**config.mk**
```make
export PLATFORM = sky130hd
export DESIGN_NAME = far_lane
export DESIGN_NICKNAME = d
export VERILOG_FILES = /design/src/hw/rtl/fraction_arithmetic_reducer_top_assert.svh /design/src/hw/rtl/far_pkg.sv /design/src/hw/rtl/far_lane.sv
export SDC_FILE = /design/constraint.sdc
export NUM_CORES = 1
export LEC_CHECK = 0
export BUFFER_PORTS_ARGS = -buffer_cell sky130_fd_sc_hd__buf_2
export CAP_MARGIN = 5
export CORE_UTILIZATION = 60
export CTS_CLUSTER_SIZE = 14
export DETAILED_ROUTE_END_ITERATION = 6
export HOLD_SLACK_MARGIN = 0.12
export PLACE_DENSITY = 0.79
export SYNTH_ARGS = -nofsm -noshare
export SYNTH_HDL_FRONTEND = slang
export SYNTH_SLANG_ARGS = --single-unit
export TNS_END_PERCENT = 10
```
**constraint.sdc**
```tcl
create_clock -name clk -period 14.4 [get_ports clk]
set_clock_uncertainty 0.15 [all_clocks]
set_input_delay 3.6 -clock clk [delete_from_list [all_inputs] [get_ports clk]]
set_output_delay 3.6 -clock clk [all_outputs]
set_load 0.005 [all_outputs]
```
**src/hw/rtl/fraction_arithmetic_reducer_top_assert.svh**
```systemverilog
// Assertion macros for the fraction reducer.
`ifndef FRACTION_ARITHMETIC_REDUCER_TOP_ASSERT_SVH
`define FRACTION_ARITHMETIC_REDUCER_TOP_ASSERT_SVH
`ifndef ASSERT_OFF
`define FAR_ASSERT_IMP(label, clk, rst_n, ante, cons) \
	label: assert property (@(posedge clk) disable iff (!rst_n) (ante) |-> (cons)) \
		else $error("assertion failed");
`define FAR_ASSERT_NXT(label, clk, rst_n, ante, cons) \
	label: assert property (@(posedge clk) disable iff (!rst_n) (ante) |=> (cons)) \
		else $error("assertion failed");
`else
`define FAR_ASSERT_IMP(label, clk, rst_n, ante, cons)
`define FAR_ASSERT_NXT(label, clk, rst_n, ante, cons)
`endif
`endif

```
**src/hw/rtl/far_pkg.sv**
```systemverilog
// Shared types and constants of the fraction reducer.
package far_pkg;
	localparam int OPERAND_WIDTH_DEF = 16;
	localparam int MAG_W = 64;
	localparam int LANES = 4;
	localparam int CNT_W = 7;

	typedef enum logic [1:0] {
		ST_IDLE,
		ST_MUL,
		ST_RED,
		ST_OUT
	} far_state_t;

	typedef struct packed {
		logic start;
		logic busy;
		logic done;
		logic undef;
	} lane_stat_t;
endpackage

```
**src/hw/rtl/far_lane.sv**
```systemverilog
// One reduction lane: binary gcd, then exact division by restoring steps.
module far_lane #(
	parameter int VAL_W = 34
) (
	input  logic                    clk,
	input  logic                    arst_n,
	input  logic                    start,
	input  logic signed [VAL_W-1:0] num,
	input  logic signed [VAL_W-1:0] den,
	output far_pkg::lane_stat_t     stat,
	output logic signed [VAL_W-1:0] num_r,
	output logic signed [VAL_W-1:0] den_r
);
	import far_pkg::*;

	localparam int SH_W = $clog2(VAL_W + 1);

	typedef enum logic [2:0] {
		L_IDLE,
		L_STRIP,
		L_GCD,
		L_DIV,
		L_DONE
	} lane_st_t;

	lane_st_t st_q;
	logic [VAL_W-1:0] x_q, y_q, g_q;
	logic [SH_W-1:0] k_q;
	logic [VAL_W-1:0] an_q, ad_q, qn_q, qd_q, rn_q, rd_q;
	logic sn_q, sd_q, undef_q;
	logic [SH_W-1:0] bit_q;
	logic [VAL_W-1:0] mn, md, dif;
	logic [VAL_W:0] tn, td;

	// Take magnitudes of both parts
	assign mn = num[VAL_W-1] ? VAL_W'(-num) : VAL_W'(num);
	assign md = den[VAL_W-1] ? VAL_W'(-den) : VAL_W'(den);
	assign dif = (x_q > y_q) ? (x_q - y_q) : (y_q - x_q);

	// Restoring division trial for both parts against g
	assign tn = {rn_q, an_q[VAL_W-1]} - {1'b0, g_q};
	assign td = {rd_q, ad_q[VAL_W-1]} - {1'b0, g_q};

	// Sequence gcd and division
	always_ff @(posedge clk or negedge arst_n) begin
		if (!arst_n) begin
			st_q <= L_IDLE;
			undef_q <= 1'b0;
		end else begin
			case (st_q)
				L_IDLE: begin
					if (start) begin
						an_q <= mn;
						ad_q <= md;
						sn_q <= num[VAL_W-1];
						sd_q <= den[VAL_W-1];
						x_q <= mn;
						y_q <= md;
						k_q <= '0;
						undef_q <= (mn == '0) && (md == '0);
						st_q <= (mn == '0 || md == '0) ? L_GCD : L_STRIP;
					end
				end
				L_STRIP: begin
					if (!x_q[0] && !y_q[0]) begin
						x_q <= x_q >> 1;
						y_q <= y_q >> 1;
						k_q <= k_q + 1'b1;
					end else begin
						st_q <= L_GCD;
					end
				end
				L_GCD: begin
					if (x_q == '0 || y_q == '0) begin
						g_q <= (x_q | y_q) << k_q;
						rn_q <= '0;
						rd_q <= '0;
						bit_q <= '0;
						st_q <= (x_q == '0 && y_q == '0) ? L_DONE : L_DIV;
						qn_q <= '0;
						qd_q <= '0;
					end else if (!x_q[0]) begin
						x_q <= x_q >> 1;
					end else if (!y_q[0]) begin
						y_q <= y_q >> 1;
					end else if (x_q > y_q) begin
						x_q <= dif;
					end else begin
						y_q <= dif;
					end
				end
				L_DIV: begin
					if (!tn[VAL_W]) rn_q <= tn[VAL_W-1:0];
					else rn_q <= {rn_q[VAL_W-2:0], an_q[VAL_W-1]};
					if (!td[VAL_W]) rd_q <= td[VAL_W-1:0];
					else rd_q <= {rd_q[VAL_W-2:0], ad_q[VAL_W-1]};
					qn_q <= {qn_q[VAL_W-2:0], ~tn[VAL_W]};
					qd_q <= {qd_q[VAL_W-2:0], ~td[VAL_W]};
					an_q <= an_q << 1;
					ad_q <= ad_q << 1;
					bit_q <= bit_q + 1'b1;
					if (bit_q == SH_W'(VAL_W - 1)) st_q <= L_DONE;
				end
				L_DONE: st_q <= L_IDLE;
				default: st_q <= L_IDLE;
			endcase
		end
	end

	// Restore signs; an undefined pair gives 0/0
	assign num_r = sn_q ? -$signed(qn_q) : $signed(qn_q);
	assign den_r = sd_q ? -$signed(qd_q) : $signed(qd_q);
	assign stat.start = start;
	assign stat.busy = (st_q != L_IDLE);
	assign stat.done = (st_q == L_DONE);
	assign stat.undef = undef_q;
endmodule
```
==> After elaboration in Yosys (flattened, before gate mapping) <==
Index checks and enable logic that the tools add are counted.
{ "classes": {"n_mul": 0, "addsub": 10, "bitwise_logic": 3, "eq_ne": 15, "div": 0, "magnitude_cmp": 1, "n_shift": 1, "n_reduce_logical": 28, "muxes": 40} }
{ "ops": {"columns": ["cell", "n"], "rows": [
  ["two-way mux 34 bit", 20],
  ["one-hot mux 34 bit (2 select lines)", 6],
  ["one-hot mux 34 bit (3 select lines)", 2],
  ["zero test 34 bit", 4],
  ["negator 34 bit", 4],
  ["subtractor 35 x 34 -> 35 bit", 2],
  ["subtractor 34 bit", 2],
  ["greater-than comparator 34 bit", 1],
  ["OR 34 bit", 1],
  ["<< shifter 34 x 6 -> 34 bit", 1],
  ["one-hot mux 6 bit (2 select lines)", 2],
  ["two-way mux 6 bit", 3],
  ["two-way mux 3 bit", 5],
  ["!= test 2 bit (second input constant)", 7],
  ["AND reduction 7 bit", 2],
  ["adder 6 x 1 -> 6 bit (second input constant)", 2],
  ["one-hot mux 3 bit (4 select lines)", 1],
  ["AND reduction 3 bit", 4],
  ["!= test 3 bit (second input constant)", 3],
  ["AND reduction 4 bit", 2],
  ["equality test 3 x 2 -> 1 bit (second input constant)", 2],
  ["equality test 6 bit (second input constant)", 1],
  ["AND reduction 6 bit", 1],
  ["nonzero test 2 bit", 3],
  ["11 further kinds", 17]
]} }
{ "word_totals": {"in_bits": 71, "mem_bits_ro": 0, "latch_bits": 0, "mem_count": 0, "ramBits": 0, "ff_bits": 324} }

==> Longest topological paths before layout <==
{ "depth": {"word_depth": 7, "mapped_depth": 15} }

==> Least setup slack after synthesis <==
Ideal clock, no wire load.
{ "synth_path": {"kind": "input-to-reg", "from": "input arst_n", "to": "register bit_q[0] (enable)", "setup_time_ns": 0.646, "cell_stages": 2, "required_ns": 13.604, "path_slack_ns": 4.047, "t_arrival_ns": 9.557, "path_cell_list": "nand2_1 > nor2_1"} }
{ "synth_via": {"elab_chain_len": 1} }
{ "synth_rtl": {"columns": ["element", "line_no", "source"], "rows": [
  ["from (decl)", "far_lane.sv:6", "input logic arst_n,"],
  ["AND reduction 3 bit (no line)", null, null],
  ["to (signal assigned)", "far_lane.sv:101", "bit_q <= bit_q + 1'b1;"],
  ["to (decl)", "far_lane.sv:31", "logic [SH_W-1:0] bit_q;"]
]} }
Every way passes these cells.
A chain may end at the register's enable or synchronous reset.

==> Worst setup path in the final report <==
{ "layout_path": {"from": "input start", "to": "output stat[3] in the netlist's numbering"} }
{ "layout_rtl": {"columns": ["element", "line_no", "source"], "rows": [
  ["from (decl)", "far_lane.sv:7", "input logic start,"],
  ["to (decl)", "far_lane.sv:10", "output far_pkg::lane_stat_t stat,"]
]} }
No word-level cell between the ends.

==> impl_metrics.ini <==
[clocking]
cts.path.max_buffers = 3
clk_latency_ns = 0.58
cts_tree = done
cts-root-buf = clkbuf_16
cts_resized = 0
clkSinkCount = 324
post_cts_buffers = 0
clkTransAtPathRegs_ns = 0.06
holdBufCountCts = 0
cts_buffers = 38
h-tree-depth = 2

[global_route]
grt_max_degree = 78
grt_pass1_wl_um = 116300
grt_use_total = 0.3303
grt_pass1_vias = 21700
grt-ovfl-total = 0
antenna_found_initial = 7

[critical_path]
cp_slowest_cell = buf_2
critical_path.top_delay_family = buffers and inverters
worstPathArrival_ns = 3.88
slowest_delay_ns = 0.15
cp_num_cells = 2
reg2reg_depth = 13
worstPathRequired_ns = 10.65
startpoint_type = primary input
crit_top_cell = buf_2
path_buf_inv = 2
cp-end-kind = output pin
critPathKind = in2out
critPathMaxFanout = 6
timing.critical_path.cells = buf_2, buf_2

[power_and_ir_drop]
leakage_uw = 0.01143
p_per_area_nw_per_um2 = 219.1
irDropWorstVdd_uv = 138.2

[outcome]
status = complete, no violations

[logic_synthesis]
synth.largest_area_cell = edfxtp_1
synth_top_area_frac = 0.3673
synth_seq_area_share = 0.3711
syn-cell-area_um2 = 26160
synthesis.nets = 3141
yosysWarningCount = 0
synth_flop_cell = edfxtp_1
async_flop_share = 0.01235
ys_ff_latch = 324
synth.distinct_cells = 87
netlist_top_cells_area = edfxtp_1, ha_1, xnor2_1
syn_avg_cell_area_um2 = 9.056
synth_edf_count = 320
syn_inst = 2889

[sta]
fin_crit_sh = 0.5297
period_minus_slack_ns = 7.628
rsz0062_at_grt = false
max_freq_mhz = 131.1
tns_ns = 0
slew_headroom = 0.2082
hold_viol = 0
slew_viol_final = 0
setup_viol = 0
worstMarginPinSlew_ns = 1.188

[floorplan]
die_h_um = 210.8
die_x_um = 210.8
placement_rows = 76
design.core.area_um2 = 43080
dieArea_um2 = 44450
initial_utilization = 0.6074
io_pins = 143

[worst_hold_path]
hold_class = reg2reg
hold_depth = 1

[job]
drv_cap = 0

[layout]
final_nets = 3197
fill_cells = 3457
syn_to_final_growth_pct = 9.311
final_cells = 3566
postLayoutCoreUtil = 0.6639
drive_gt1_frac = 0.1015

[placement]
placed_cells = 3490
hpwl_um = 56180
place.gp.congestion = 1.012
io_buffers = 142

[detailed_routing]
wl_per_cell_um = 20.99
route.detailed.drc = 0
routed_wirelength_um = 74850
vias = 22820
ant_nets = 0
dr.pass1.iters = 6
post_drt_via_cell_ratio = 6.400
dr.first_iter.drc_count = 2155
[layout make-up]
class / count / area (um2) / share of cell area
clock inverters: 25 / 325.3 / 0.01137
clock buffers: 45 / 998.5 / 0.03491
flip-flops and latches: 324 / 9711 / 0.3395
diodes: 6 / 15.01 / 0.0005250
inverters: 188 / 705.7 / 0.02467
repair buffers: 170 / 920.9 / 0.03220
well taps: 585 / 732.0 / 0.02559
multi-input cells: 2223 / 15190 / 0.5312
[placed cells by master (no fill, tap or decap), drive strengths merged, types with 21 or more instances in the layout]
| cell type | netlist | layout |
|---|---|---|
| a211oi | 32 | 32 |
| a21o | 36 | 36 |
| a21oi | 241 | 241 |
| and3 | 79 | 79 |
| buf | 34 | 170 |
| clkbuf | 120 | 45 |
| edfxtp | 320 | 320 |
| ha | 177 | 177 |
| inv | 186 | 190 |
| mux2i | 54 | 54 |
| nand2 | 264 | 264 |
| nand2b | 24 | 24 |
| nand3 | 41 | 41 |
| nand4 | 22 | 22 |
| nor2 | 295 | 295 |
| nor2b | 43 | 43 |
| nor3 | 48 | 48 |
| nor4 | 41 | 41 |
| o21a | 21 | 21 |
| o21ai | 128 | 128 |
| o21bai | 31 | 31 |
| o221ai | 54 | 54 |
| o31ai | 54 | 54 |
| o41ai | 32 | 32 |
| or3 | 28 | 28 |
| xnor2 | 173 | 173 |
| xor2 | 82 | 82 |
[synthesized netlist by cell type (10+ instances only)]
library cell / count
nor4_1: 39
nor2_1: 295
nor3_1: 47
and3_1: 79
o41ai_1: 28
edfxtp_1: 320
o21bai_1: 31
o21ai_0: 122
nor2b_1: 43
mux2i_1: 54
inv_1: 184
a21oi_1: 241
o31ai_1: 53
mux4_2: 19
nand2_1: 264
or3_1: 27
or2_2: 15
a31oi_1: 14
nand2b_1: 23
ha_1: 177
nand3_1: 41
o221ai_1: 54
a21o_1: 36
xor2_1: 82
xnor2_1: 173
nand4_1: 22
a211oi_1: 32
o211ai_1: 11
buf_2: 17
buf_1: 10
clkbuf_1: 119
a22oi_1: 14
or4_1: 17
o21a_1: 21
[final timing paths]
path / end / slack (ns) / start
worst max-delay path: stat[3] / 6.77 / start
worst min-delay path: undef_q$_DFFE_PN0P_ / 0.38 / undef_q$_DFFE_PN0P_
worst max register to register: y_q[27]$_DFFE_PP_ / 9.63 / x_q[0]$_DFFE_PP_
worst min register to register: undef_q$_DFFE_PN0P_ / 0.38 / undef_q$_DFFE_PN0P_
max in group asynchronous: st_q[0]$_DFFE_PN0P_ / 11.18 / arst_n
min in group asynchronous: st_q[0]$_DFFE_PN0P_ / 2.73 / arst_n
[per-stage QoR]
| stage | hold WS (ns) | setup WS, ns | area, um2 | total power (uW) |
|---|---|---|---|---|
| 2_1_floorplan | 0.3009 | 4.047 | 26160 | 4215 |
| 3_3_place_gp | 0.3609 | 6.777 | 27260 | 5078 |
| 3_5_place_dp | 0.3783 | 6.771 | 27260 | 5151 |
| 4_1_cts | 0.3841 | 6.771 | 28580 | 6207 |
| 5_1_grt | 0.4051 | 6.761 | 28590 | 6650 |
| 6_report | 0.3850 | 6.772 | 28600 | 6267 |
[worst register-to-register path: stages (launching register included)]
cell      delay (ns)
edfxtp_1        0.52
inv_1           0.16
ha_1            0.25
inv_1           0.07
fa_1            0.21
nand2b_1        0.09
a221o_1         0.32
a21oi_1         0.21
o2111a_1        0.29
o31ai_1         0.17
o21a_1          0.30
o41ai_4         0.51
or3_1           0.94
o221ai_1        0.29
[per-layer routing]
metal,up-vias,share of wire,wire length (um),global-route usage
met5,-,0.00031,23,0
met4,4,0.064,4809,0.2059
met3,261,0.060,4522,0.04282
met2,911,0.47,35520,0.5497
met1,10950,0.40,29980,0.4081
li1,10700,-,-,-
[power breakdown]
| group | switching (uW) | internal [uW] |
|---|---|---|
| Sequential | 247 | 1470 |
| Clock | 423 | 612 |
| Combinational | 2210 | 1310 |
| Total | 2880 | 3380 |
[state kept, by name, indices dropped and copies added, names as in the netlist]
signal / flops
k_q: 6
sn_q: 1
qn_q: 34
an_q: 34
st_q: 3
rd_q: 34
ad_q: 34
undef_q: 1
rn_q: 34
bit_q: 6
y_q: 34
sd_q: 1
g_q: 34
x_q: 34
qd_q: 34
[kinds of logic after synthesis]
logic type | Yosys count | synth area share
XOR/XNOR | 255 | 0.08536
adder cells (fa/ha/maj) | 181 | 0.08771
buffers and inverters | 342 | 0.05107
flip-flops | 324 | 0.3711
AND/OR/NAND/NOR | 950 | 0.1733
AO/OA/AOI/OAI | 756 | 0.1910
multiplexers | 81 | 0.04046
No activity file was read; power rests on OpenSTA's default activity.
